<file path="src/hdl/pkrl_pkg.sv">
// Shared types and constants of the per-key event rate limiter.
`default_nettype none
package pkrl_pkg;

  localparam int HANDLER_KINDS = 16;
  localparam int ERROR_KINDS   = 16;
  localparam int TABLE_DEPTH   = HANDLER_KINDS * ERROR_KINDS;
  localparam int KEY_W         = (TABLE_DEPTH > 1) ? $clog2(TABLE_DEPTH) : 1;

  localparam int TIME_W  = 64;
  localparam int ID_W    = 4;
  localparam int WIN_W   = 32;
  localparam int MAXP_W  = 8;
  localparam int HELD_W  = 32;
  localparam int CFG_W   = 32;
  localparam int CIDX_W  = 2;
  localparam int S_DATA_W = 72;
  localparam int M_DATA_W = 40;

  // register indexes
  localparam logic [CIDX_W-1:0] REG_WINDOW_MS  = 2'd0;
  localparam logic [CIDX_W-1:0] REG_MAX_PASSED = 2'd1;
  localparam logic [CIDX_W-1:0] REG_BACKSTEP   = 2'd2;

  localparam logic [WIN_W-1:0]  WINDOW_RESET   = 32'd21600000;
  localparam logic [MAXP_W-1:0] MAX_PASSED_RESET = 8'd3;
  localparam logic [WIN_W-1:0]  BACKSTEP_RESET = 32'd120000;

  typedef struct packed {
    logic [TIME_W-1:0] window_start;
    logic [MAXP_W-1:0] passed_count;
    logic [HELD_W-1:0] held_count;
  } pkrl_entry_t;

  typedef struct packed {
    logic              clear_all;
    logic [TIME_W-1:0] now;
  } pkrl_time_t;

  typedef struct packed {
    logic              pass_event;
    logic [HELD_W-1:0] suppressed_count;
  } pkrl_result_t;

endpackage
`default_nettype wire

</file>
<file path="src/hdl/pkrl_time.sv">
// Time tracker: last seen time, backward step detection and hold.
`default_nettype none
module pkrl_time (
  input  wire logic                       clk,
  input  wire logic                       rst,
  input  wire logic                       accept,
  input  wire logic [pkrl_pkg::TIME_W-1:0] now_ms,
  input  wire logic [pkrl_pkg::WIN_W-1:0]  backstep_tolerance_ms,
  output pkrl_pkg::pkrl_time_t            tinfo
);
  import pkrl_pkg::*;

  logic [TIME_W-1:0] last_time;
  logic [TIME_W-1:0] back_diff;
  logic              backward;
  logic              too_far;

  always_comb begin
    backward  = now_ms < last_time;
    back_diff = last_time - now_ms;
    too_far   = backward && (back_diff > {{(TIME_W-WIN_W){1'b0}}, backstep_tolerance_ms});
    tinfo.clear_all = too_far;
    tinfo.now       = (backward && !too_far) ? last_time : now_ms;
  end

  always_ff @(posedge clk) begin
    if (rst) begin
      last_time <= '0;
    end else if (accept) begin
      last_time <= tinfo.now;
    end
  end

  // time never steps back past the tolerance without a table clear
  a_hold: assert property (@(posedge clk) disable iff (rst)
    accept && !tinfo.clear_all |-> tinfo.now >= last_time)
    else $error("pkrl_time: held time went backward");

endmodule
`default_nettype wire

</file>
<file path="config.mk">
export PLATFORM = sky130hd
export DESIGN_NAME = pkrl_time
export DESIGN_NICKNAME = d
export VERILOG_FILES = /design/src/hdl/pkrl_pkg.sv /design/src/hdl/pkrl_time.sv
export SDC_FILE = /design/constraint.sdc
export NUM_CORES = 1
export LEC_CHECK = 0
export ABC_AREA = 1
export CAP_MARGIN = 20
export CORE_MARGIN = 3
export CORE_UTILIZATION = 43
export CTS_BUF_LIST = sky130_fd_sc_hd__clkbuf_4 sky130_fd_sc_hd__clkbuf_8 sky130_fd_sc_hd__clkbuf_16
export DETAILED_ROUTE_END_ITERATION = 8
export DONT_BUFFER_PORTS = 1
export GPL_TIMING_DRIVEN = 0
export PLACE_DENSITY = 0.65
export REMOVE_ABC_BUFFERS = 1
export SLEW_MARGIN = 40
export SYNTH_ARGS = -nofsm -noshare
export SYNTH_HDL_FRONTEND = slang
export SYNTH_SLANG_ARGS = --single-unit
</file>
<file path="constraint.sdc">
create_clock -name clk -period 4.2 [get_ports clk]
set_input_delay 0.42 -clock clk [delete_from_list [all_inputs] [get_ports clk]]
set_output_delay 0.42 -clock clk [all_outputs]
set_load 0.02 [all_outputs]
</file>
---- After elaboration in Yosys (flattened, before gate mapping) ----
Cells that the tools add are included.
storage, ports and cells
  flip-flop bits (word level) ............. 64
  word-level logic and storage cells ...... 8
cells by class
  reduce and logical (&&, ||, !) cells .... 3
  add/sub/neg operators ................... 1
  multiplexer cells ....................... 1
  order comparisons ....................... 2
operator list
  kind                 number
  $gt A64 B32 Y1       1
  $lt A64 B64 Y1       1
  $mux W64             1
  $sub A64 B64 Y64     1
  $logic_and A1 B1 Y1  2
  $logic_not A1 Y1     1

---- Depth between registers and ports, before layout ----
  word-level depth ........................ 6
  depth in mapped cells ................... 33

---- Least setup slack after synthesis ----
OpenSTA, ideal clock, no wires.
  kind .................................... input-to-output
  from .................................... input port now_ms[0] (netlist bit)
  to ...................................... output port tinfo[0] (netlist bit)
  stages on the path ...................... 27
  setup slack ............................. 151 ps
  path buffers ............................ 2
  arrival ................................. 3629 ps
  path through ............................ ha_1 > fa_1 > nor2_1 > nand2_1 > nand3_1 > nand2_1 > nand3_2 > nand2_1 > nand2_2 > xor2_1 > ha_1 > nand2_1 > nor2_1 > nand4_1 > nor3b_1 > nand4_1 > nand2_1 > nand2_1 > nor2_1 > nand2_1 > nor2_1 > nand2_1 > nor2_4 > buf_8 > buf_12 > nand4_2 > nand2_1
RTL lines
  element          RTL line        text
  start, declared  pkrl_time.sv:7  input wire logic [pkrl_pkg::TIME_W-1:0] now_ms,
  end, declared    pkrl_time.sv:9  output pkrl_pkg::pkrl_time_t tinfo

==> summary.txt <==
Setup path
  – CP required: 3.78 ns
  – Max incr delay on CP: 0.39 ns
  – R2r endpoint: last_time[29]
  – WP data arrival: 4.63 ns
  – FF-to-FF path depth: 37
  – CP Launch Type: register
  – Critical register-to-register path startpoint: last_time[0]
  – Max FO, Critical Path: 8
  – Flop-to-flop setup slack: -0.61 ns
  – Max stage delay cell, worst path: fa_2
  – Crit end category: primary output
  – Setup Crit Path Kind: register to primary output

Placement
  – Worst slack at placement: -1.86 ns
  – DP HPWL: 29700 µm
  – I/O Buffers: 0
  – DP Area: 11400 µm²
  – GPL Wtd Cong: 0.972

Logic synthesis
  – Xor/xnor share of the synthesized area: 2.44%
  – Synth Instances: 2070
  – Synth Flop Type: dfxtp_1
  – Synth Area in Adders: 11.0%
  – Synth warnings: 0
  – Sequential element share of the synthesized area: 11.5%
  – Synth unique cells: 42
  – Number of enable flip-flop cells after synthesis: 0
  – Simple-gate portion of the synthesized area: 51.4%
  – Share of the synthesized area in the top cell type: 25.4%
  – Area leader, netlist: nand2_1
  – Async set-reset flop share out of synthesis: 0%
  – Synthesized flop and latch total: 64
  – Post-Synthesis Cell Area: 11100 µm²
  – Top post-synthesis cells by area: nand2_1 25%, inv_1 15%, dfxtp_1 11%, ha_1 11%, nor2_1 8.2%
  – Post-Syn Area per Cell: 5.38 µm²
  – Mux contribution to synthesized area: 0%
  – Compound-cell area share of the yosys netlist: 5.05%
  – Largest family of logic cells by synthesized area: simple AND/OR/NAND/NOR gates

Route
  – Antenna violation net count after detailed routing: 0
  – Vias/cell: 5.05
  – DR iter-0 viols: 918
  – Post-Route WL: 40000 µm
  – DRT Pass-1 Iters: 5
  – Wire per inst: 16.4 µm
  – Post-route DRC: 0
  – Vias: 12.3k

Floorplanning
  – Rows: 58
  – Core area: 25300 µm²
  – Die Wd: 167 µm
  – Die ar.: 27900 µm²
  – Boundary Pins: 164
  – Die H: 167 µm
  – Initial Utilization: 44.0%

Power
  – Seq pwr share: 23.0%
  – Peak VDD IR: 0.162 mV
  – Logic pwr share: 50.0%
  – Internal: 0.00173 W
  – Clk network pwr share: 27.0%
  – P per Cell Area: 213 nW/µm²
  – Sw Ratio: 43.5%
  – Lkg Pwr: 8.29 nW
  – Switching pwr: 0.00133 W

Cells and area
  – Max reg flops: 64
  – N_diodes: 0
  – Area Overhead vs Synth: 29.2%
  – Largest reg by FF count: last_time
  – Util after Layout: 56.8%
  – Layout Nets: 2300
  – Biggest regs: last_time: 64 flops
  – Design Area, Final: 14400 µm²
  – Layout cells sized above 1: 22.8%

Clock tree
  – Hold buffers post-CTS: 0
  – CTS Buf Count: 9
  – CTS H-tree lvls: 3
  – Clk sinks: 64
  – Clock transition at path regs: 0.06 ns
  – Root buf cell: clkbuf_16
  – Worst skew pair latency: 0.36 ns
  – CTS tree: yes
  – Max clock buf depth: 2

Hold path
  – Hold Crit Class: input port to register
  – Hold endpoint: last_time[42]
  – Hold depth: 3
  – Hold_sp: rst

Timing
  – Max Clock Skew: 0.0111 ns
  – Finish-stage setup viols: 129
  – Final min period: 5.05 ns
  – Tcrit/Tclk final: 120%
  – Worst-Margin Slew: 0.782 ns
  – Final hold slack: 0.214 ns
  – Final Hold Viols: 0
  – PnR worst setup slack: -0.850 ns
  – Rel. slew slack: 47.4%
  – Unrepaired setup endpoints after global routing: true
  – Fin. max-slew vios: 0
  – Fmax: 198 MHz

Global routing
  – First-pass GRT wire length: 61300 µm
  – Largest net degree at the start of global routing: 128
  – Initial antenna violation count: 0
  – Vias in the first global route: 11.4k
  – Global route total overflow: 0
  – Global Route Usage Sum: 27.3%

Status
  – Outcome: finished with violations
  – Failing checks: setup timing

Job
  – Max-cap check violation count: 0
==> critical path, delay by kind of cell (launching register included) <==
family / cells / cell delay (ns)
buffers and inverters: 5 / 0.62
and+or+nand+nor: 22 / 2.40
adders and majority gates: 3 / 0.84
xor gates and xnor gates: 1 / 0.07
DFF: 1 / 0.33
==> cell families after synthesis <==
kind of cell | after synthesis
simple gates | 1278
buf+inv | 499
compound gates | 101
fa+ha+maj | 97
flops | 64
xor+xnor | 31
==> final cells by class <==
| class | count | area, µm² |
|---|---|---|
| clock inverters | 3 | 40.0 |
| flip-flops and latches | 64 | 1340 |
| clock buffers | 13 | 268 |
| inverters | 450 | 1690 |
| well taps | 330 | 413 |
| fillers | 2486 | 10900 |
| multi-input cells | 1508 | 9730 |
| repair buffers | 71 | 922 |
==> stage by stage <==
step                      power, W  cells  TNS, ns
after floorplan            0.00164   2021  -236.35
after global placement     0.00193   2351  -534.72
after detailed placement   0.00197   2366  -201.51
after CTS                  0.00297   2420   -66.77
after global routing       0.00329   2439   -97.92
final                      0.00306   2439   -63.92
==> power by group through the flow <==
| stage | clock network, W | logic [W] | registers, W |
|---|---|---|---|
| floorplan | 0 | 0.000950 | 0.000694 |
| global placement | 0 | 0.00123 | 0.000701 |
| detailed placement | 0 | 0.00126 | 0.000703 |
| CTS | 0.000836 | 0.00143 | 0.000700 |
| global route | 0.000867 | 0.00171 | 0.000710 |
| finish | 0.000828 | 0.00153 | 0.000703 |
==> cell usage after synthesis, types with 3 or more instances <==
library cell and n:
a21oi_1 68, buf_12 5, buf_2 7, buf_4 5
buf_6 12, clkbuf_1 17, dfxtp_1 64, ha_1 96
inv_1 432, inv_2 16, nand2_1 755, nand2_2 35
nand3_1 115, nand3_2 4, nand3b_1 11, nand4_1 30
nand4_2 49, nor2_1 243, nor2_2 10, nor3_1 9
nor3_2 4, nor4_1 6, o21ai_0 13, o21bai_1 12
xnor2_1 3, xor2_1 28
==> per-layer routing <==
metal | global-route usage [%] | routed length [µm]
met1 | 38.3 | 18700
met2 | 44.0 | 18300
met3 | 4.34 | 2380
met4 | 6.53 | 748
met5 | 0 | 0
==> repair_timing <==
item                                    in CTS  in global routing
hold endpoints to repair                     0                  0
pin swaps                                   43                 46
setup buffers                               32                 19
endpoints found under the setup margin     129                129
resized for setup                          298                157
cloned                                       6                  1
==> worst max path at each step <==
stage	slack [ns]	cells after the start	end	startpoint
4_1_cts	-0.88	31	tinfo[3]	last_time[0]
3_3_place_gp	-4.36	13	tinfo[61]	now_ms[43]
3_5_place_dp	-1.86	29	tinfo[54]	now_ms[0]
2_1_floorplan	-2.01	16	tinfo[0]	now_ms[0]
6_report	-0.85	31	tinfo[3]	last_time[0]
5_1_grt	-1.12	31	tinfo[25]	last_time[0]
==> cell usage in the layout, fill, tap and decap left out, types with 12 or more instances in the layout <==
cell type,instances
inv_2,18
dfxtp_1,35
nor2_1,226
ha_4,29
buf_4,36
o21ai_0,12
a21oi_1,62
ha_1,66
nand4_1,30
nand2_2,71
nor2_2,18
xor2_1,27
dfxtp_2,22
nand2_1,619
nand2_4,78
inv_1,430
nand4_2,36
nand3_1,74
o21bai_1,12
nand4_4,13
nand2_8,22
nand3_2,41
(Power assumes the default switching activity.)
