File: src/hdl/pkrl_pkg.sv
// Shared types and constants of the per-key event rate limiter.
`default_nettype none
package pkrl_pkg;

  localparam int HANDLER_KINDS = 16;
  localparam int ERROR_KINDS   = 16;
  localparam int TABLE_DEPTH   = HANDLER_KINDS * ERROR_KINDS;
  localparam int KEY_W         = (TABLE_DEPTH > 1) ? $clog2(TABLE_DEPTH) : 1;

  localparam int TIME_W  = 64;
  localparam int ID_W    = 4;
  localparam int WIN_W   = 32;
  localparam int MAXP_W  = 8;
  localparam int HELD_W  = 32;
  localparam int CFG_W   = 32;
  localparam int CIDX_W  = 2;
  localparam int S_DATA_W = 72;
  localparam int M_DATA_W = 40;

  // register indexes
  localparam logic [CIDX_W-1:0] REG_WINDOW_MS  = 2'd0;
  localparam logic [CIDX_W-1:0] REG_MAX_PASSED = 2'd1;
  localparam logic [CIDX_W-1:0] REG_BACKSTEP   = 2'd2;

  localparam logic [WIN_W-1:0]  WINDOW_RESET   = 32'd21600000;
  localparam logic [MAXP_W-1:0] MAX_PASSED_RESET = 8'd3;
  localparam logic [WIN_W-1:0]  BACKSTEP_RESET = 32'd120000;

  typedef struct packed {
    logic [TIME_W-1:0] window_start;
    logic [MAXP_W-1:0] passed_count;
    logic [HELD_W-1:0] held_count;
  } pkrl_entry_t;

  typedef struct packed {
    logic              clear_all;
    logic [TIME_W-1:0] now;
  } pkrl_time_t;

  typedef struct packed {
    logic              pass_event;
    logic [HELD_W-1:0] suppressed_count;
  } pkrl_result_t;

endpackage
`default_nettype wire

File: src/hdl/pkrl_entry_calc.sv
// Entry update: window expiry, pass limit and saturating suppressed count.
`default_nettype none
module pkrl_entry_calc (
  input  wire logic                        in_range,
  input  wire logic                        entry_valid,
  input  wire pkrl_pkg::pkrl_entry_t       entry_in,
  input  wire logic [pkrl_pkg::TIME_W-1:0] now,
  input  wire logic [pkrl_pkg::WIN_W-1:0]  window_ms,
  input  wire logic [pkrl_pkg::MAXP_W-1:0] max_passed,
  output pkrl_pkg::pkrl_entry_t            entry_out,
  output logic                             wr,
  output pkrl_pkg::pkrl_result_t           result
);
  import pkrl_pkg::*;

  logic [TIME_W:0] age_raw;
  logic            expired;

  always_comb begin
    // borrow out means now is before the window start: age counts as zero
    age_raw = {1'b0, now} - {1'b0, entry_in.window_start};
    expired = !age_raw[TIME_W]
              && (age_raw[TIME_W-1:0] > {{(TIME_W-WIN_W){1'b0}}, window_ms});

    entry_out = entry_in;
    wr        = in_range;
    result.pass_event       = 1'b1;
    result.suppressed_count = '0;

    if (in_range) begin
      if (!entry_valid || expired) begin
        entry_out.window_start = now;
        entry_out.passed_count = MAXP_W'(1);
        entry_out.held_count   = '0;
        if (entry_valid) begin
          result.suppressed_count = entry_in.held_count;
        end
      end else if (entry_in.passed_count < max_passed) begin
        entry_out.passed_count  = entry_in.passed_count + MAXP_W'(1);
        entry_out.held_count    = '0;
        result.suppressed_count = entry_in.held_count;
      end else begin
        result.pass_event = 1'b0;
        if (entry_in.held_count != '1) begin
          entry_out.held_count = entry_in.held_count + HELD_W'(1);
        end
        result.suppressed_count = entry_out.held_count;
      end
    end
  end

endmodule
`default_nettype wire

File: config.mk
export PLATFORM = sky130hd
export DESIGN_NAME = pkrl_entry_calc
export DESIGN_NICKNAME = d
export VERILOG_FILES = /design/src/hdl/pkrl_pkg.sv /design/src/hdl/pkrl_entry_calc.sv
export SDC_FILE = /design/constraint.sdc
export NUM_CORES = 1
export LEC_CHECK = 0
export ABC_AREA = 1
export BUFFER_PORTS_ARGS = -buffer_cell sky130_fd_sc_hd__buf_2
export CORE_ASPECT_RATIO = 2
export CORE_UTILIZATION = 50
export DETAILED_ROUTE_END_ITERATION = 12
export PLACE_DENSITY_LB_ADDON = 0.3
export SLEW_MARGIN = 20
export SYNTH_ARGS = -nofsm -noshare
export SYNTH_HDL_FRONTEND = slang
export SYNTH_SLANG_ARGS = --single-unit
export TNS_END_PERCENT = 20
File: constraint.sdc
create_clock -name vclk -period 7.4
set_input_delay 0.74 -clock vclk [all_inputs]
set_output_delay 0.74 -clock vclk [all_outputs]
set_load 0.03 [all_outputs]
Word level (Yosys, flattened, before mapping)

Cells that the tools add are included.

$add $sub $neg: 3
Order comparisons: 2
Equal/unequal tests: 1
Mux-type cells: 12
Reduce and logical (&&, ||, !) cells: 4

Operators by type and width:

| cell                                           | number |
|---|---|
| two-way mux 32 bit                             | 5 |
| two-way mux 104 bit                            | 1 |
| subtractor 64 x 64 -> 65 bit                   | 1 |
| greater-than comparator 64 x 32 -> 1 bit       | 1 |
| two-way mux 64 bit                             | 1 |
| two-way mux 40 bit                             | 1 |
| two-way mux 33 bit                             | 1 |
| adder 32 x 1 -> 32 bit (second input constant) | 1 |
| != test 32 bit (second input constant)         | 1 |
| adder 8 x 1 -> 8 bit (second input constant)   | 1 |
| less-than comparator 8 bit                     | 1 |
| two-way mux 8 bit                              | 1 |
| logical NOT 1 bit                              | 2 |
| two-way mux 1 bit                              | 2 |
| logical AND 1 bit                              | 1 |
| logical OR 1 bit                               | 1 |

Register bits: 0
Bits of input ports: 210
Word-level logic and storage cells: 22

Longest topological paths before layout

Gate-level depths: netlist (run 1).

Depth after elaboration: 6
Mapped depth: 36
Gate-level depth less buffers: 33

Worst setup path after synthesis (run 1)

Ideal clock, no wire load.

Path type: input to output
From: in now[0] (netlist name)
To: out entry_out[34] (netlist name)
Data arrival time: 4,216 ps
Data required time: 6,660 ps
Path slack: 2,444 ps
Stages on the path: 32
Path buffers: 2
Cell sequence: inv_1 ha_1 fa_1 inv_1 nand3_1 nand3_1 nand2_1 nand2_1 nand2_1 nand2_1 nand2_1 nand2_1 xor2_1 ha_1 nand2_1 nor2_1 nand2_1 nor2_1 nand4_1 nand2_1 nand2_1 nor2_1 nand2_1 nor2_1 nand2_1 nor2_1 nand2_1 nand2_2 nand2_2 buf_6 buf_6 a21oi_1

RTL lines:

| element            | line                  | source |
|---|---|---|
| start: declaration | pkrl_entry_calc.sv:7  | `input wire logic [pkrl_pkg::TIME_W-1:0] now,` |
| end: declaration   | pkrl_entry_calc.sv:10 | `output pkrl_pkg::pkrl_entry_t entry_out,` |

==> results of run 1 <==
[through the flow]
step / instance area (µm²) / hold WS [ns] / cells / utilization, % / worst slack, ns
2_1_floorplan: 10700 / 1.61 / 2271 / - / 2.44
3_3_place_gp: 12500 / 1.83 / 2836 / 59.7 / 0.923
3_5_place_dp: 12500 / 1.84 / 2836 / 59.7 / 0.770
4_1_cts: 12500 / 1.84 / 2836 / 59.7 / 0.756
5_1_grt: 12500 / 1.85 / 2836 / 59.7 / 0.122
6_report: 12500 / 1.83 / 2836 / 59.7 / 0.576
[logic make-up after synthesis]
group | after synthesis | synth area share (%)
buffers and inverters | 529 | 19.5
and+or+nand+nor | 1382 | 53.3
adders and majority gates | 106 | 12.5
muxes | 1 | 0.0939
xor gates and xnor gates | 62 | 5.10
AOI/OAI and AO/OA | 191 | 9.45
[tightest hold or removal path, delay by kind of cell]
family | cells | cell delay [ns]
buffers and inverters | 2 | 0.26
and+or+nand+nor | 2 | 0.09
[layer usage]
layer	part of all wire, %	global-route usage (%)
met3	6.4	8.21
met1	29	33.4
met5	0	0
met2	50	83.0
met4	15	53.6
[final timing paths]
kind                        end  slack [ns]  cells after the start
setup / recovery  entry_out[49]        0.58                     32
hold / removal    entry_out[56]        1.83                      4
[power breakdown]
| group | switching [mW] | total, mW | internal, mW | leakage (nW) |
|---|---|---|---|---|
| Combinational | 0.803 | 1.15 | 0.351 | 8.39 |
| Clock | 0 | 0 | 0 | 0 |
| Sequential | 0 | 0 | 0 | 0 |
[final cells by class]
cell class / count / area (µm²) / share of cell area [%]
Timing Repair Buffer: 356 / 1810 / 14.5
Inverter: 469 / 1760 / 14.1
Tap cell: 269 / 337 / 2.69
Multi-Input combinational cell: 1742 / 8590 / 68.7
[Yosys cell counts (9+ instances only)]
cell / number / area share (%)
ha_1: 105 / 12
clkbuf_1: 31 / 1.1
nand3b_1: 12 / 0.85
o21ai_0: 75 / 3.5
nand4_1: 56 / 3.3
nand2_1: 876 / 31
o21bai_1: 10 / 0.70
nor2_1: 235 / 8.3
inv_1: 461 / 16
xor2_1: 53 / 4.4
nand2_2: 9 / 0.53
xnor2_1: 9 / 0.74
nand3_1: 141 / 6.6
nor3_1: 31 / 1.5
buf_2: 15 / 0.70
a21oi_1: 92 / 4.3
==> flow_summary.yaml, run 1 <==
cells_and_area:
  design.seq.count: 0
  drive_above_1_share_pct: 14.8
  final_cell_mix: "nand2_1, inv_1, buf_2"
  area_growth_pct: 17.3
  nFillCells: 2242
  final_nets: 2885
  antenna_cells: 0
  final_common_cell: "nand2_1"
  ff_latch_area_um2: 0
  n_clock_buffer: 0
sta:
  setup_viol: 0
  maxSlewHeadroom_pct: 26.4
  tightest_slew_ns: 1.10
  fin_setup_tns_ns: 0
  finalCritPeriodShare_pct: 92.2
  period_minus_slack_ns: 6.82
  max_freq_ghz: 0.147
  rsz0062_at_grt: "no"
  hold_violations: 0
  drv_slew: 0
floorplan:
  die_y_um: 208
  core-area_um2: 20900
  io_pins: 348
  initial_core_util_pct: 50.9
  rows: 75
  die-area_um2: 21900
  chipWidth_um: 105
drt:
  drt_wl_total_mm: 49.8
  drc: 0
  via_count: 15400
  drtPass1Iterations: 7
  drt_iter0_drc: 845
  wl_per_cell_um: 17.6
  vias_per_cell: 5.42
  postRouteAntennaNets: 0
synthesis:
  ys_warn_count: 0
  synth_cells: 2271
  synth.avg_cell_area_um2: 4.69
  yosysSeqAreaShare_pct: 0
  syn_nets: 2587
  synthesis.area_um2: 10700
  ys_types: 38
worst_setup_path:
  cp_slowest_cell: "buf_4"
  crit_type: "in -> out"
  crit_family: "simple AND/OR/NAND/NOR gates"
  startpoint: "entry_in[40]"
  path_buf_inv: 4
  critical_path.max_stage_delay_ns: 0.80
  cpMostUsedCell: "nand2_1"
  setup.worst_path.start_class: "input pin"
  cp-end-kind: "output pin"
  critPathMaxFanout: 102
  crit_arrival_ns: 6.08
  crit_required_ns: 6.66
worst_hold_path:
  hp-start: "entry_in[56]"
  hp-class: "in -> out"
power_and_ir_drop:
  p_leak_nw: 8.39
  power_mw: 1.15
  power.density_nw_per_um2: 92.3
  vdd_drop_max_mv: 0.0865
global_route:
  grt_pass1_vias: 14600
  grt_max_degree: 103
  track_usage_pct: 44.2
  antenna_found_initial: 0
  grt_pass1_wl_mm: 74.1
  overflow: 0
clock_network:
  holdBufCountCts: 0
  postCtsSetupBuffers: 0
  ctsResizeCount: 0
place:
  dp_hpwl_mm: 41.8
  io_buffers: 348
  finalWeightedCongestion: 1.15
run_status:
  status: "finished clean"
run:
  maxCapViolCount: 0
Power figures use the tool's default switching activity.
==> run 2: changes to the inputs <==
clock period = 6.7 ns   (was 7.4 ns; I/O delays follow)
==> run 2 against run 1 <==
  * Via count is 0.74% higher
  * Critical endpoint is now entry_out[78]
  * Design area up 0.42%
  * Die area unchanged
  * Non-clock buffer count grew 3
  * Utilization rose by 0.25 points
  * Flip-flop and latch count is the same
  * Hold slack lost 0.14 ns
  * First-iteration DRC count rose by 15%
==> flow_summary.yaml, run 2 (synthesized netlist as in run 1, its figures left out) <==
cells_and_area:
  final_cell_mix: "nand2_1, inv_1, buf_2"
  final_common_cell: "nand2_1"
  final_nets: 2888
  fin_util_pct: 60.0
  design.seq.count: 0
  drive_above_1_share_pct: 15.1
  antenna_cells: 0
  n_clock_buffer: 0
  area_growth_pct: 17.8
  nFillCells: 2212
  ff_latch_area_um2: 0
  design_area_um2: 12600
global_route:
  grt_max_degree: 83
  overflow: 0
  grt_pass1_vias: 14800
  antenna_found_initial: 0
  track_usage_pct: 45.7
  grt_pass1_wl_mm: 76.8
floorplan:
  rows: 75
  core-area_um2: 20900
  die-area_um2: 21900
  io_pins: 348
  die_y_um: 208
  chipWidth_um: 105
  initial_core_util_pct: 50.9
drt:
  drt_wl_total_mm: 51.0
  wl_per_cell_um: 18.0
  drc: 0
  postRouteAntennaNets: 0
  vias_per_cell: 5.45
  drtPass1Iterations: 5
  via_count: 15500
  drt_iter0_drc: 973
sta:
  maxSlewHeadroom_pct: 23.0
  setup_viol: 0
  finalCritPeriodShare_pct: 95.4
  drv_slew: 0
  rsz0062_at_grt: "no"
  max_freq_ghz: 0.156
  tightest_slew_ns: 1.15
  hold_slack_ns: 1.69
  fin_setup_tns_ns: 0
  hold_violations: 0
  period_minus_slack_ns: 6.39
place:
  io_buffers: 348
  dp_hpwl_mm: 42.4
  finalWeightedCongestion: 1.13
  dpl-instance-area_um2: 12500
power_and_ir_drop:
  p_sw_share_pct: 69.5
  p_clk_share_pct: 0
  power.density_nw_per_um2: 103
  vdd_drop_max_mv: 0.0770
  p_int_mw: 0.393
  seqPwrFrac_pct: 0
  p_leak_nw: 8.42
  p_switching_mw: 0.896
  pwr-share-comb_pct: 100.0
worst_hold_path:
  hp-start: "entry_in[53]"
  hold_path_end: "entry_out[53]"
  hp-class: "in -> out"
  hold_depth: 4
worst_setup_path:
  critical_path.max_stage_delay_ns: 0.49
  cpMostUsedCell: "nand2_1"
  cp_slowest_cell: "nand3_1"
  critPathMaxFanout: 38
  crit_arrival_ns: 5.72
  cp-end-kind: "output pin"
  crit_required_ns: 6.03
  setup.worst_path.start_class: "input pin"
  crit_type: "in -> out"
run_status:
  status: "finished clean"
run:
  maxCapViolCount: 0
clock_network:
  holdBufCountCts: 0
==> run 2: cell count changes in the layout (fill, tap and decap cells not counted), sizes merged <==
cell / before / now
buf: 356 / 359
==> run 2: critical path: cells and delay by family <==
kind,cells,cell delay (ns)
xor gates and xnor gates,1,0.32
buffers and inverters,6,0.72
and+or+nand+nor,21,2.93
AOI/OAI and AO/OA,1,0.36
adders and majority gates,2,0.66
==> run 2: worst max path at each step <==
| stage | startpoint | end | slack, ns | cells past startpoint |
|---|---|---|---|---|
| after CTS | entry_in[40] | entry_out[78] | 0.32 | 33 |
| after detailed placement | entry_in[40] | entry_out[78] | 0.32 | 33 |
| after global placement | entry_in[40] | entry_out[32] | 0.38 | 32 |
| after floorplan | now[0] | entry_out[34] | 1.88 | 32 |
| final | entry_in[60] | entry_out[78] | 0.31 | 31 |
| after global routing | entry_in[60] | entry_out[84] | 0.08 | 34 |
==> run 2: final cells by class <==
cell class | instances | area [µm²] | share of cell area, %
repair buffers | 359 | 1850 | 14.8
well taps | 269 | 337 | 2.68
inverters | 469 | 1760 | 14.0
multi-input cells | 1742 | 8610 | 68.5
==> run 2: stage by stage <==
stage | setup WS, ns | power [mW] | std cells
floorplan | 1.88 | 0.840 | 2271
global placement | 0.377 | 1.22 | 2839
CTS | 0.324 | 1.24 | 2839
finish | 0.307 | 1.29 | 2839
global route | 0.0809 | 1.41 | 2839
detailed placement | 0.321 | 1.24 | 2839
==> run 2: what timing repair did <==
item | in CTS | in global routing
gates resized for setup | 0 | 6
hold endpoints to repair | 0 | 0
setup buffers | 0 | 0
endpoints found under the setup margin | 0 | 116
==> run 2: per-layer routing <==
metal | GRT usage [%] | vias to the layer above | share of wire [%]
met5 | 2.07 | - | 0
met4 | 51.2 | 0 | 13
met3 | 11.2 | 325 | 7.1
met2 | 85.3 | 783 | 51
met1 | 34.9 | 6805 | 29
li1 | - | 7569 | -
==> run 2: power groups by stage <==
stage	Clock [mW]	Combinational, mW	Sequential (mW)
4_1_cts	0	1.24	0
3_5_place_dp	0	1.24	0
5_1_grt	0	1.41	0
3_3_place_gp	0	1.22	0
2_1_floorplan	0	0.840	0
6_report	0	1.29	0
